==> src/rtl/atclc_pkg.sv <==
`default_nettype none

package atclc_pkg;

   // configuration register indexes
   localparam logic [1:0] CSR_TERMINATOR = 2'd0;
   localparam logic [1:0] CSR_LINEFEED   = 2'd1;
   localparam logic [1:0] CSR_BACKSPACE  = 2'd2;
   localparam logic [1:0] CSR_ECHO       = 2'd3;

   // result kinds
   localparam logic [1:0] KIND_ECHO  = 2'd0;
   localparam logic [1:0] KIND_CHAR  = 2'd1;
   localparam logic [1:0] KIND_EMPTY = 2'd2;

   localparam logic [7:0] CHAR_MASK  = 8'h7f;
   localparam logic [6:0] CH_UPPER_A = 7'h41;
   localparam logic [6:0] CH_LOWER_A = 7'h61;
   localparam logic [6:0] CH_UPPER_T = 7'h54;
   localparam logic [6:0] CH_LOWER_T = 7'h74;
   localparam logic [6:0] CH_SLASH   = 7'h2f;

   localparam logic [7:0] RESET_TERMINATOR = 8'd13;
   localparam logic [7:0] RESET_LINEFEED   = 8'd10;
   localparam logic [7:0] RESET_BACKSPACE  = 8'd8;

   typedef enum logic [1:0] {
      ACT_NONE,
      ACT_LINE,
      ACT_EMPTY
   } action_type;

   typedef enum logic [2:0] {
      ST_IDLE,
      ST_ECHO,
      ST_READ,
      ST_CHAR,
      ST_EMPTY
   } state_type;

   typedef struct packed {
      logic accept;
      logic load_echo;
      logic issue_read;
      logic load_char;
      logic load_empty;
   } cmd_type;

   typedef struct packed {
      logic       echo;
      action_type act_now;
      action_type act;
      logic       slot_free;
      logic       final_char;
   } status_type;

endpackage

`default_nettype wire

==> src/rtl/atclc_ram.sv <==
`default_nettype none

module atclc_ram #(
   parameter int WIDTH = 7,
   parameter int DEPTH = 64
) (
   input  wire logic                     clock,
   input  wire logic                     wr_en,
   input  wire logic [$clog2(DEPTH)-1:0] wr_addr,
   input  wire logic [WIDTH-1:0]         wr_data,
   input  wire logic                     rd_en,
   input  wire logic [$clog2(DEPTH)-1:0] rd_addr,
   output logic      [WIDTH-1:0]         rd_data
);

   logic [WIDTH-1:0] mem_ff [DEPTH];
   logic [WIDTH-1:0] rd_data_ff;

   always_ff @(posedge clock) begin
      if (wr_en) begin
         mem_ff[wr_addr] <= wr_data;
      end
      if (rd_en) begin
         rd_data_ff <= mem_ff[rd_addr];
      end
   end

   assign rd_data = rd_data_ff;

endmodule

`default_nettype wire

==> src/rtl/atclc_datapath.sv <==
`default_nettype none

module atclc_datapath
   import atclc_pkg::*;
#(
   parameter int LINE_SIZE = 32
) (
   input  wire logic       clock,
   input  wire logic       reset,
   input  wire logic       csr_we,
   input  wire logic [1:0] csr_index,
   input  wire logic [7:0] csr_wdata,
   input  wire logic [7:0] req_byte_in,
   input  wire logic       rsp_ready,
   input  wire cmd_type    cmd,
   output status_type      status,
   output logic            rsp_valid,
   output logic [1:0]      rsp_kind,
   output logic [7:0]      rsp_out_byte,
   output logic            rsp_last
);

   localparam int IW = $clog2(LINE_SIZE);
   localparam int AW = IW + 1;
   localparam logic [IW:0] LINE_LIMIT = (IW + 1)'(LINE_SIZE);

   logic [7:0]    term_ff, term_in;
   logic [7:0]    lf_ff, lf_in;
   logic [7:0]    bs_ff, bs_in;
   logic          echo_ff, echo_in;
   logic          seen_a_ff, seen_a_in;
   logic          in_cmd_ff, in_cmd_in;
   logic [IW-1:0] len_ff, len_in;
   logic [IW-1:0] prev_len_ff, prev_len_in;
   logic          bank_ff, bank_in;
   action_type    act_ff, act_in;
   logic          fbank_ff, fbank_in;
   logic [IW-1:0] flen_ff, flen_in;
   logic [IW-1:0] fidx_ff, fidx_in;
   logic [7:0]    byte_ff, byte_in;
   logic          rsp_valid_ff, rsp_valid_in;
   logic [1:0]    rsp_kind_ff, rsp_kind_in;
   logic [7:0]    rsp_byte_ff, rsp_byte_in;
   logic          rsp_last_ff, rsp_last_in;

   logic [7:0]    bare;
   logic [6:0]    ch;
   logic          is_a, is_t, is_slash, is_bs, is_term, is_lf, room;
   action_type    act_now;
   logic          wr_en;
   logic [6:0]    rd_data;
   logic          final_char;

   assign bare     = req_byte_in & CHAR_MASK;
   assign ch       = bare[6:0];
   assign is_a     = (ch == CH_UPPER_A) || (ch == CH_LOWER_A);
   assign is_t     = (ch == CH_UPPER_T) || (ch == CH_LOWER_T);
   assign is_slash = (ch == CH_SLASH);
   // registers above 127 never match the stripped character
   assign is_bs    = (bare == bs_ff);
   assign is_term  = (bare == term_ff);
   assign is_lf    = (bare == lf_ff);
   assign room     = ({1'b0, len_ff} + (IW + 1)'(1)) < LINE_LIMIT;

   assign final_char = (fidx_ff == (flen_ff - IW'(1)));

   always_comb begin
      term_in = term_ff;
      lf_in   = lf_ff;
      bs_in   = bs_ff;
      echo_in = echo_ff;
      if (csr_we) begin
         case (csr_index)
            CSR_TERMINATOR: term_in = csr_wdata;
            CSR_LINEFEED:   lf_in   = csr_wdata;
            CSR_BACKSPACE:  bs_in   = csr_wdata;
            CSR_ECHO:       echo_in = csr_wdata[0];
            default: begin
            end
         endcase
      end
   end

   always_comb begin
      seen_a_in   = seen_a_ff;
      in_cmd_in   = in_cmd_ff;
      len_in      = len_ff;
      prev_len_in = prev_len_ff;
      bank_in     = bank_ff;
      act_in      = act_ff;
      fbank_in    = fbank_ff;
      flen_in     = flen_ff;
      fidx_in     = fidx_ff;
      byte_in     = byte_ff;
      act_now     = ACT_NONE;
      wr_en       = 1'b0;
      if (cmd.accept) begin
         byte_in = req_byte_in;
         fidx_in = '0;
         if (!in_cmd_ff) begin
            if (!seen_a_ff) begin
               if (is_a) begin
                  seen_a_in = 1'b1;
               end
            end else if (is_t) begin
               in_cmd_in = 1'b1;
               len_in    = '0;
            end else if (is_slash) begin
               // replay straight out of the saved bank; it stays saved
               act_now   = (prev_len_ff == '0) ? ACT_EMPTY : ACT_LINE;
               fbank_in  = ~bank_ff;
               flen_in   = prev_len_ff;
               len_in    = '0;
               seen_a_in = 1'b0;
            end else if (!is_a) begin
               seen_a_in = 1'b0;
            end
         end else if (is_bs) begin
            if (len_ff != '0) begin
               len_in = len_ff - IW'(1);
            end
         end else if (is_term) begin
            // the captured bank becomes the saved one; capture moves to the other
            act_now     = (len_ff == '0) ? ACT_EMPTY : ACT_LINE;
            fbank_in    = bank_ff;
            flen_in     = len_ff;
            prev_len_in = len_ff;
            bank_in     = ~bank_ff;
            len_in      = '0;
            seen_a_in   = 1'b0;
            in_cmd_in   = 1'b0;
         end else if (!is_lf && room) begin
            wr_en  = 1'b1;
            len_in = len_ff + IW'(1);
         end
         act_in = act_now;
      end
      if (cmd.load_char) begin
         fidx_in = fidx_ff + IW'(1);
      end
   end

   always_comb begin
      rsp_valid_in = rsp_valid_ff && !rsp_ready;
      rsp_kind_in  = rsp_kind_ff;
      rsp_byte_in  = rsp_byte_ff;
      rsp_last_in  = rsp_last_ff;
      if (cmd.load_echo) begin
         rsp_valid_in = 1'b1;
         rsp_kind_in  = KIND_ECHO;
         rsp_byte_in  = byte_ff;
         rsp_last_in  = (act_ff == ACT_NONE);
      end else if (cmd.load_char) begin
         rsp_valid_in = 1'b1;
         rsp_kind_in  = KIND_CHAR;
         rsp_byte_in  = {1'b0, rd_data};
         rsp_last_in  = final_char;
      end else if (cmd.load_empty) begin
         rsp_valid_in = 1'b1;
         rsp_kind_in  = KIND_EMPTY;
         rsp_byte_in  = '0;
         rsp_last_in  = 1'b1;
      end
   end

   always_ff @(posedge clock) begin
      if (reset) begin
         term_ff      <= RESET_TERMINATOR;
         lf_ff        <= RESET_LINEFEED;
         bs_ff        <= RESET_BACKSPACE;
         echo_ff      <= 1'b1;
         seen_a_ff    <= 1'b0;
         in_cmd_ff    <= 1'b0;
         len_ff       <= '0;
         prev_len_ff  <= '0;
         bank_ff      <= 1'b0;
         act_ff       <= ACT_NONE;
         rsp_valid_ff <= 1'b0;
      end else begin
         term_ff      <= term_in;
         lf_ff        <= lf_in;
         bs_ff        <= bs_in;
         echo_ff      <= echo_in;
         seen_a_ff    <= seen_a_in;
         in_cmd_ff    <= in_cmd_in;
         len_ff       <= len_in;
         prev_len_ff  <= prev_len_in;
         bank_ff      <= bank_in;
         act_ff       <= act_in;
         rsp_valid_ff <= rsp_valid_in;
      end
   end

   always_ff @(posedge clock) begin
      fbank_ff    <= fbank_in;
      flen_ff     <= flen_in;
      fidx_ff     <= fidx_in;
      byte_ff     <= byte_in;
      rsp_kind_ff <= rsp_kind_in;
      rsp_byte_ff <= rsp_byte_in;
      rsp_last_ff <= rsp_last_in;
   end

   atclc_ram #(
      .WIDTH (7),
      .DEPTH (2 ** AW)
   ) u_line_ram (
      .clock   (clock),
      .wr_en   (wr_en),
      .wr_addr ({bank_ff, len_ff}),
      .wr_data (ch),
      .rd_en   (cmd.issue_read),
      .rd_addr ({fbank_ff, fidx_ff}),
      .rd_data (rd_data)
   );

   assign status.echo       = echo_ff;
   assign status.act_now    = act_now;
   assign status.act        = act_ff;
   assign status.slot_free  = !rsp_valid_ff || rsp_ready;
   assign status.final_char = final_char;

   assign rsp_valid    = rsp_valid_ff;
   assign rsp_kind     = rsp_kind_ff;
   assign rsp_out_byte = rsp_byte_ff;
   assign rsp_last     = rsp_last_ff;

endmodule

`default_nettype wire

==> src/rtl/atclc_controller.sv <==
`default_nettype none

module atclc_controller
   import atclc_pkg::*;
(
   input  wire logic       clock,
   input  wire logic       reset,
   input  wire logic       req_valid,
   input  wire status_type status,
   output logic            req_ready,
   output cmd_type         cmd
);

   state_type state_ff, state_in;

   always_comb begin
      state_in = state_ff;
      case (state_ff)
         ST_IDLE: begin
            if (req_valid) begin
               if (status.echo) begin
                  state_in = ST_ECHO;
               end else begin
                  case (status.act_now)
                     ACT_LINE:  state_in = ST_READ;
                     ACT_EMPTY: state_in = ST_EMPTY;
                     default:   state_in = ST_IDLE;
                  endcase
               end
            end
         end
         ST_ECHO: begin
            if (status.slot_free) begin
               case (status.act)
                  ACT_LINE:  state_in = ST_READ;
                  ACT_EMPTY: state_in = ST_EMPTY;
                  default:   state_in = ST_IDLE;
               endcase
            end
         end
         ST_READ: begin
            state_in = ST_CHAR;
         end
         ST_CHAR: begin
            if (status.slot_free) begin
               state_in = status.final_char ? ST_IDLE : ST_READ;
            end
         end
         ST_EMPTY: begin
            if (status.slot_free) begin
               state_in = ST_IDLE;
            end
         end
         default: begin
            state_in = ST_IDLE;
         end
      endcase
   end

   always_comb begin
      req_ready      = (state_ff == ST_IDLE);
      cmd.accept     = (state_ff == ST_IDLE) && req_valid;
      cmd.load_echo  = (state_ff == ST_ECHO) && status.slot_free;
      cmd.issue_read = (state_ff == ST_READ);
      cmd.load_char  = (state_ff == ST_CHAR) && status.slot_free;
      cmd.load_empty = (state_ff == ST_EMPTY) && status.slot_free;
   end

   always_ff @(posedge clock) begin
      if (reset) begin
         state_ff <= ST_IDLE;
      end else begin
         state_ff <= state_in;
      end
   end

endmodule

`default_nettype wire

==> src/rtl/at_command_line_capture_unit.sv <==
// Echo path: an accepted byte is registered, then moved into the output register in the echo state
// once the output slot is free. Flow: one byte at a time; a byte causing no line output frees the
// input once the controller is back in idle, a completed line is sent character by character
// (registered line-store read, then output load, per character), stalled while rsp_ready is low.
// Reset (synchronous): control registers return to 13/10/8/echo on, hunt and lengths clear;
// the line store is not cleared.
`default_nettype none

module at_command_line_capture_unit
   import atclc_pkg::*;
#(
   parameter int LINE_SIZE = 32
) (
   input  wire logic       clock,
   input  wire logic       reset,
   input  wire logic       csr_we,
   input  wire logic [1:0] csr_index,
   input  wire logic [7:0] csr_wdata,
   input  wire logic       req_valid,
   output logic            req_ready,
   input  wire logic [7:0] req_byte_in,
   input  wire logic       req_chunk_last,
   output logic            rsp_valid,
   input  wire logic       rsp_ready,
   output logic [1:0]      rsp_kind,
   output logic [7:0]      rsp_out_byte,
   output logic            rsp_last
);

   cmd_type    cmd;
   status_type status;
   logic       unused_chunk_last;

   // chunk boundaries carry no meaning for parsing
   assign unused_chunk_last = req_chunk_last;

   atclc_controller u_ctrl (
      .clock     (clock),
      .reset     (reset),
      .req_valid (req_valid),
      .status    (status),
      .req_ready (req_ready),
      .cmd       (cmd)
   );

   atclc_datapath #(
      .LINE_SIZE (LINE_SIZE)
   ) u_dp (
      .clock        (clock),
      .reset        (reset),
      .csr_we       (csr_we),
      .csr_index    (csr_index),
      .csr_wdata    (csr_wdata),
      .req_byte_in  (req_byte_in),
      .rsp_ready    (rsp_ready),
      .cmd          (cmd),
      .status       (status),
      .rsp_valid    (rsp_valid),
      .rsp_kind     (rsp_kind),
      .rsp_out_byte (rsp_out_byte),
      .rsp_last     (rsp_last)
   );

   a_one_command: assert property (@(posedge clock) disable iff (reset)
      $onehot0({cmd.accept, cmd.load_echo, cmd.issue_read, cmd.load_char, cmd.load_empty}))
      else $error("more than one controller command in a cycle");

   a_char_needs_line: assert property (@(posedge clock) disable iff (reset)
      cmd.load_char |-> (status.act == ACT_LINE))
      else $error("line character loaded without a line to flush");

   a_empty_needs_marker: assert property (@(posedge clock) disable iff (reset)
      cmd.load_empty |-> (status.act == ACT_EMPTY))
      else $error("empty-line marker loaded for a non-empty line");

   a_no_accept_during_read: assert property (@(posedge clock) disable iff (reset)
      cmd.issue_read |=> !req_ready)
      else $error("new transaction taken while a line character is in flight");

endmodule

`default_nettype wire

==> config.mk <==
export PLATFORM = sky130hd
export DESIGN_NAME = at_command_line_capture_unit
export DESIGN_NICKNAME = d
export VERILOG_FILES = /design/src/rtl/atclc_pkg.sv /design/src/rtl/atclc_ram.sv /design/src/rtl/atclc_datapath.sv /design/src/rtl/atclc_controller.sv /design/src/rtl/at_command_line_capture_unit.sv
export SDC_FILE = /design/constraint.sdc
export NUM_CORES = 1
export LEC_CHECK = 0
export BUFFER_PORTS_ARGS = -buffer_cell sky130_fd_sc_hd__buf_2
export CORE_UTILIZATION = 33
export CTS_CLUSTER_DIAMETER = 80
export DETAILED_ROUTE_END_ITERATION = 7
export HOLD_SLACK_MARGIN = 0.12
export PLACE_DENSITY = 0.5
export SYNTH_ARGS = -nofsm -noshare
export SYNTH_HDL_FRONTEND = slang
export SYNTH_SLANG_ARGS = --single-unit
==> constraint.sdc <==
create_clock -name clock -period 3.1 [get_ports clock]
set_input_delay 0.465 -clock clock [delete_from_list [all_inputs] [get_ports clock]]
set_output_delay 0.465 -clock clock [all_outputs]
set_load 0.02 [all_outputs]
Word-level counts from Yosys, hierarchy flattened
Memories as Yosys holds them, arrays and structs flattened. A register that Yosys moved wholly into a read port is not among the register bits.
Index checks and enable logic that the tools add are counted.
- bits of input ports: 24
- memories kept: 1
- register bits: 74
- logic and storage cells: 162
- RAM bits: 448
- memory list (name ; depth ; width ; read ports ; clocked after memory_dff ; write ports ; line ; source):
    u_dp.u_line_ram.mem_ff ; 64 ; 7 ; 1 ; 1 ; 1 ; atclc_ram.sv:16 ; logic [WIDTH-1:0] mem_ff [DEPTH];
- order comparisons: 1
- bitwise logic cells: 2
- $add $sub $neg: 5
- reductions and logical operators: 34
- equality and inequality tests: 29
- mux-type cells: 70
- operators with widths (operator ; count):
    $mux W5 ; 16
    $mux W1 ; 33
    $eq A7 B7 Y1 const B ; 4
    $eq A7 B8 Y1 ; 3
    $mux W8 ; 3
    $mux W2 ; 10
    $mux W3 ; 5
    $pmux W3 S5 ; 1
    $pmux W3 S2 ; 2
    $add A5 B1 Y5 const B ; 2
    $logic_not A5 Y1 ; 2
    $sub A5 B1 Y5 const B ; 2
    $eq A2 B2 Y1 const B ; 4
    $ne A2 B1 Y1 const B ; 4
    $reduce_and A2 Y1 ; 4
    $reduce_and A4 Y1 ; 2
    $reduce_bool A2 Y1 ; 4
    $eq A7 B6 Y1 const B ; 1
    $add A5 B1 Y6 const B ; 1
    $eq A2 B1 Y1 const B ; 3
    $eq A3 B2 Y1 const B ; 2
    $logic_and A1 B1 Y1 ; 6
    $lt A6 B6 Y1 const B ; 1
    $ne A2 B2 Y1 const B ; 3
    16 further kinds ; 23

Logic depth before layout (Yosys ltp)
Gate-level depths: netlist of run 1.
- depth in word-level cells: 12
- depth in mapped cells: 9
- gate-level depth less buffers: 7

Modules after synthesis
From an unflattened synthesis of run 1, not the netlist that was laid out.
- cell total of the unflattened synthesis: 1207
- area, all modules: 21531.9 um2
- by module, submodules not included (module ; area an instance (um2) ; times used ; sequential area each (um2) ; cells an instance):
    atclc_ram ; 17705.7 ; 1 ; 13663.1 ; 827
    atclc_datapath ; 3547.2 ; 1 ; 1701.6 ; 344
    atclc_controller ; 279.0 ; 1 ; 60.1 ; 36

Least setup slack after synthesis of run 1
OpenSTA, ideal clock, no wires.
- path type: input to register
- from: input req_valid
- to: memory u_dp.u_line_ram.mem_ff[45][0], enable pin
- cell stages on the path: 8
- arrival: 2.523 ns
- slack: 0.216 ns
- required time: 2.740 ns
- path buffers: 2
- setup time: 0.360 ns
- cells stage by stage: or4b_1 buf_6 clkinv_8 nand2_4 or4b_1 or3_1 buf_6 nor2_1
- RTL lines (item ; line ; source):
    start: declaration ; at_command_line_capture_unit.sv:19 ; input wire logic req_valid,
    end: declaration ; atclc_ram.sv:16 ;

==> impl_metrics.yaml, run 1 <==
final_layout:
  multiInputGateArea_sq_um: 5620
  design_area_sq_um: 25500
  syn2layout_area_growth_pct: 19.4
  nets: 1368
  regArea_sq_um: 15400
  drive_above_1_share: 0.299
  fillerInstances: 5805
  fin_util: 0.401
detailed_routing:
  routed_wl_mm: 52.7
  vias: 11125
  viasPerCell: 4.99
  dr.pass1.iters: 5
  drt_iter0_drc: 828
  drc: 0
  wl_per_cell_um: 23.6
  ant_nets: 0
yosys:
  yosysWarningCount: 0
  synth_area_leader_cell: "edfxtp_1"
  ys_top_cells_by_area: "edfxtp_1 (68%), mux4_2 (15%), dfxtp_1 (4.3%)"
  synth_commonest_cells: "edfxtp_1 (483), mux4_2 (139), nor2_1 (105), dfxtp_1 (46), nand2_1 (46)"
  syn_avg_cell_area_sq_um: 18.6
  synth_seq_cells: 529
  netlist_area_sq_um: 21300
  synthCells: 1147
  synth_ff_type: "edfxtp_1"
  yosysMostFrequentCell: "edfxtp_1"
  ys_types: 61
  synth_seq_area_share: 0.723
  synth_top_area_share: 0.679
  async_flop_share: 0
  synth-edff-count: 483
floorplan:
  dieArea_sq_um: 65700
  fp.dieH_um: 256
  io_pins: 37
  rows: 92
  die_w_um: 256
  start_util: 0.336
  fp.coreArea_sq_um: 63500
sta:
  setup_tns_ps: 0
  tightestPinTransition_ps: 825
  setup_viol: 0
  rsz0062_at_grt: "false"
  finalCritPeriodShare: 0.926
  slew_viol_final: 0
  fmax_mhz: 348
  slew_headroom: 0.450
  min_period_ps: 2870
  skew_ps: 30.4
  report.final.hold_viol_count: 0
clock_network:
  post_cts_resized: 0
  cts_tree: "built"
  clock_latency_ps: 610
  cts_sinks: 529
  cts_root_buf: "clkbuf_16"
  htree_levels: 2
  clkTransAtPathRegs_ps: 60
  cts_made_buffers: 57
  cts_buffer_depth: 3
critical_path:
  critical_path_class: "reg -> reg"
  startpoint_type: "flop"
  reg2reg_to: "u_dp.u_line_ram.rd_data[3]$_DFFE_PP_"
  worstPathArrival_ps: 3190
  crit_fanout: 30
  regToRegSetupSlack_ps: 230
  required_ps: 3420
  end_kind: "flop"
  r2r_cells: 6
  r2r-start: "u_dp.fidx_ff[1]$_SDFFCE_PN0P_"
global_route:
  antenna_found_initial: 1
  gr-total-overflow: 0
  grt_pass1_wl_mm: 78.5
  grt_usage: 0.164
  grt_pass1_vias: 11663
  grt_max_degree: 68
status:
  status: "complete, no violations"
placed_design:
  port_buffers: 35
  place_hpwl_mm: 33.6
  dpl_cell_area_sq_um: 23500
  gp_congestion: 0.763
power:
  power.density_nw_per_um2: 603
  p_leak_nw: 8.30
  vdd.ir_drop.worst_uv: 373
worst_hold_path:
  whs_path_depth: 3
  hold_start: "req_valid"
  min_to: "u_ctrl.state_ff[0]$_SDFFE_PP0P_"
  hold_path.class: "in -> reg"
flow_run:
  drv_cap: 0
-- flip-flops by register name, indices dropped and copies added (netlist names), 2 cells and up --
name,count
u_dp.u_line_ram.mem_ff,448
u_dp.bs_ff,8
u_dp.byte_ff,8
u_dp.lf_ff,8
u_dp.rsp_out_byte,8
u_dp.term_ff,8
u_dp.u_line_ram.rd_data,7
u_dp.fidx_ff,5
u_dp.flen_ff,5
u_dp.len_ff,5
u_dp.prev_len_ff,5
u_ctrl.state_ff,3
u_dp.act_ff,2
u_dp.rsp_kind,2
-- cell families (layout without fill, tap and decap cells) --
group | count (synthesis) | count (layout) | share of synthesized area
XOR/XNOR | 32 | 32 | 0.0131
buffers and inverters | 79 | 303 | 0.0165
AO/OA/AOI/OAI | 81 | 81 | 0.0252
other | 1 | 15 | 0.000176
multiplexers | 173 | 173 | 0.163
flip-flops | 529 | 529 | 0.723
AND/OR/NAND/NOR | 247 | 247 | 0.0567
adder cells (fa/ha/maj) | 5 | 5 | 0.00293
-- worst max-delay path, cell delays in order (launching register included) --
cell      delay, ps
edfxtp_1        720
buf_12          290
mux4_2          400
mux4_2          530
and2_1          210
a211oi_1        290
a21oi_1         130
-- layout make-up --
type                            instances  share of cell area
Timing Repair Buffer                  187              0.0579
Clock inverter                         31              0.0114
Multi-Input combinational cell        552               0.221
Sequential cell                       529               0.605
Antenna cell                            1           0.0000982
Clock buffer                           73              0.0608
Tap cell                              846              0.0415
Inverter                               12             0.00226
-- metal layers --
| layer | share of wire | vias up | GRT usage |
|---|---|---|---|
| met5 | 0 | - | 0 |
| met4 | 0.029 | 0 | 0.0590 |
| met3 | 0.041 | 81 | 0.0243 |
| met2 | 0.49 | 235 | 0.265 |
| met1 | 0.44 | 5825 | 0.224 |
| li1 | - | 4984 | - |
-- layout by cell type, fill, tap and decap left out, drive strengths merged, types with 6 or more instances in the layout --
| master | count |
|---|---|
| clkbuf | 73 |
| a21oi | 25 |
| nand4 | 9 |
| nand2 | 47 |
| nor3 | 7 |
| nand2b | 6 |
| nor2 | 111 |
| a211o | 7 |
| nor3b | 8 |
| dfxtp | 46 |
| edfxtp | 483 |
| mux2i | 30 |
| o21ai | 13 |
| nand3 | 11 |
| inv | 10 |
| dlygate4sd3 | 9 |
| xor2 | 17 |
| xnor2 | 15 |
| conb | 14 |
| mux4 | 139 |
| nor2b | 9 |
| nor4 | 9 |
| bufinv | 6 |
| a22oi | 6 |
| buf | 178 |
| clkinv | 27 |
-- worst max-delay path by stage --
stage                                     from                                 endpoint  slack, ps  cells past startpoint
3_5_place_dp                         req_valid   u_dp.u_line_ram.mem_ff[5][6]$_DFFE_PP_         50                      9
3_3_place_gp                         req_valid  u_dp.u_line_ram.mem_ff[55][5]$_DFFE_PP_         50                      9
6_report         u_dp.fidx_ff[1]$_SDFFCE_PN0P_     u_dp.u_line_ram.rd_data[3]$_DFFE_PP_        230                      6
2_1_floorplan                        req_valid  u_dp.u_line_ram.mem_ff[45][0]$_DFFE_PP_        220                      8
5_1_grt          u_dp.fidx_ff[1]$_SDFFCE_PN0P_     u_dp.u_line_ram.rd_data[3]$_DFFE_PP_        150                      6
4_1_cts        u_ctrl.state_ff[2]$_SDFFE_PP0P_  u_dp.u_line_ram.mem_ff[21][5]$_DFFE_PP_        220                      8
-- metrics by stage --
stage          cells  worst slack [ps]  power, mW  hold slack [ps]
2_1_floorplan   1160               216       8.42              437
3_3_place_gp    2117              53.5       8.79              446
3_5_place_dp    2117              51.3       8.80              447
4_1_cts         2230               225       15.5              191
5_1_grt         2230               145       15.9              230
6_report        2231               230       15.4              231
-- report_power, final --
group | internal (mW) | switching (mW)
Combinational | 0.325 | 0.465
Sequential | 7.83 | 0.0233
Clock | 3.99 | 2.72
-- what timing repair did --
action                                 CTS  global route
endpoints found under the hold margin   16             0
hold buffers                             9             0
setup buffers                            0             0
Power figures use the tool's default switching activity.
==> inputs of run 2 (changes only) <==
SYNTH_HIERARCHICAL = 1   (was not set)
==> impl_metrics.yaml, run 2 <==
yosys:
  synthSimpleGateAreaFrac: 0.0656
  synth_commonest_cells: "edfxtp_1 (483), nor2_1 (118), mux4_2 (112), dfxtp_1 (46), nand2_1 (44)"
  synth-edff-count: 483
  synth_seq_area_share: 0.716
  yosysMostFrequentCell: "edfxtp_1"
  synth_fa_ha_area_frac: 0.00232
  ys_types: 80
  syn_avg_cell_area_sq_um: 17.8
  async_flop_share: 0
  netlist_area_sq_um: 21500
  synth_xor_area_frac: 0.0140
  synth_top_family_by_area: "multiplexers"
  synth_seq_cells: 529
  synth_nets: 1235
  synth_top_area_share: 0.674
  ys_top_cells_by_area: "edfxtp_1 (67%), mux4_2 (12%), dfxtp_1 (4.3%)"
  synth_area_leader_cell: "edfxtp_1"
  synth_ff_type: "edfxtp_1"
  yosysWarningCount: 6
  muxShareOfSynthArea: 0.139
  synthCells: 1207
  synth-compound-area-share: 0.0421
clock_network:
  clock_latency_ps: 600
  cts_buffer_depth: 3
  postCtsSetupBuffers: 0
  cts_made_buffers: 55
  cts_sinks: 529
  cts_tree: "built"
  htree_levels: 2
  cts_root_buf: "clkbuf_16"
  clkTransAtPathRegs_ps: 60
  post_cts_resized: 0
  postCtsHoldBufs: 9
critical_path:
  required_ps: 3570
  critPathSlowestCell: "edfxtp_1"
  critical_path_class: "reg -> reg"
  slowest_delay_ps: 740
  crit_buf_inv: 0
  cp.depth: 7
  r2r_cells: 7
  worstPathArrival_ps: 3060
  path_cells: "nand2b_1 -> a21oi_1 -> a311o_1 -> a2111oi_0 -> a21oi_1 -> a31oi_1 -> a2111oi_1"
  crit_fanout: 9
  crit_top_cell: "a21oi_1"
  startpoint_type: "flop"
  end_kind: "flop"
  cpLargestDelayFamily: "compound AO/OA/AOI/OAI gates"
detailed_routing:
  ant_nets: 0
  drt_iter0_drc: 1141
  drc: 0
  dr.pass1.iters: 6
  wl_per_cell_um: 23.5
  routed_wl_mm: 53.7
  vias: 11598
  viasPerCell: 5.08
final_layout:
  design_area_sq_um: 25400
  syn2layout_area_growth_pct: 18.1
  layout_commonest_cell: "edfxtp_1"
  insertedDiodeCount: 0
  regMostFlops: "u_dp/u_line_ram/mem_ff"
  largest_reg_flops: 448
  mostFrequentLayoutCells: "edfxtp_1 (483), buf_4 (133), nor2_1 (118)"
  nets: 1410
  drive_above_1_share: 0.279
  fillerInstances: 5948
power:
  p_total_mw: 15.2
  vdd.ir_drop.worst_uv: 400
  power.density_nw_per_um2: 599
  p_leak_nw: 8.38
sta:
  slew_viol_final: 0
  slew_headroom: 0.476
  report.final.hold_viol_count: 0
  min_period_ps: 2590
  skew_ps: 12.0
  holdWs_ps: 265
  setup_tns_ps: 0
  fmax_mhz: 386
  tightestPinTransition_ps: 786
  setup_viol: 0
  finalCritPeriodShare: 0.837
  rsz0062_at_grt: "false"
placed_design:
  dpl_cell_area_sq_um: 23500
  port_buffers: 35
  gp_congestion: 0.843
  place_hpwl_mm: 34.8
flow_run:
  drv_cap: 0
floorplan:
  fp.coreArea_sq_um: 64500
  rows: 93
  io_pins: 37
  dieArea_sq_um: 66300
  fp.dieH_um: 257
  die_w_um: 257
  start_util: 0.334
global_route:
  grt_pass1_wl_mm: 80.3
  grt_max_degree: 68
  antenna_found_initial: 3
  grt_usage: 0.164
  grt_pass1_vias: 11801
  gr-total-overflow: 0
status:
  status: "complete, no violations"
worst_hold_path:
  whs_path_depth: 1
  hold_path.class: "in -> reg"
run 2: worst paths after layout:
kind	from	endpoint	slack, ps
max reg2reg	u_dp/fidx_ff[2]$_SDFFCE_PN0P_	u_ctrl/state_ff[1]$_SDFFE_PP0P_	510
min reg2reg	u_dp/lf_ff[6]$_SDFFE_PP0P_	u_dp/lf_ff[6]$_SDFFE_PP0P_	470
min	req_byte_in[6]	u_dp/u_line_ram/mem_ff[54][6]$_DFFE_PP_	260
max	u_dp/fidx_ff[2]$_SDFFCE_PN0P_	u_ctrl/state_ff[1]$_SDFFE_PP0P_	510
run 2: layout make-up:
type                    instances  area (sq um)  share of cell area
clock buffers                  66          1440              0.0566
clock inverters                37           373              0.0147
inverters                      11          41.3             0.00162
multi-input cells             600          5670               0.223
flip-flops and latches        529         15400               0.606
well taps                     855          1070              0.0421
repair buffers                185          1420              0.0560
run 2: logic make-up after synthesis:
logic type	count (synthesis)
AO/OA/AOI/OAI	127
XOR/XNOR	31
adder cells (fa/ha/maj)	4
buffers and inverters	78
flip-flops	529
multiplexers	158
AND/OR/NAND/NOR	280
run 2: report_power, final:
part | internal (mW) | switching, mW | total (mW) | leakage, nW
clock network | 3.89 | 2.74 | 6.63 | 0.878
registers | 7.81 | 0.0244 | 7.84 | 4.72
logic | 0.292 | 0.465 | 0.757 | 2.79
total | 12.0 | 3.23 | 15.2 | 8.38
run 2: per-layer routing:
layer | GRT usage | vias to the layer above | share of wire
met2 | 0.267 | 284 | 0.48
met4 | 0.0413 | 0 | 0.023
li1 | - | 5198 | -
met1 | 0.231 | 6027 | 0.45
met3 | 0.0252 | 89 | 0.045
met5 | 0 | - | 0
run 2: per-stage QoR:
| step | worst slack [ps] | instances | utilization |
|---|---|---|---|
| floorplan | 365 | 1207 | - |
| global placement | 247 | 2171 | 0.365 |
| detailed placement | 224 | 2171 | 0.365 |
| CTS | 457 | 2283 | 0.395 |
| global route | 240 | 2283 | 0.395 |
| finish | 507 | 2283 | 0.395 |
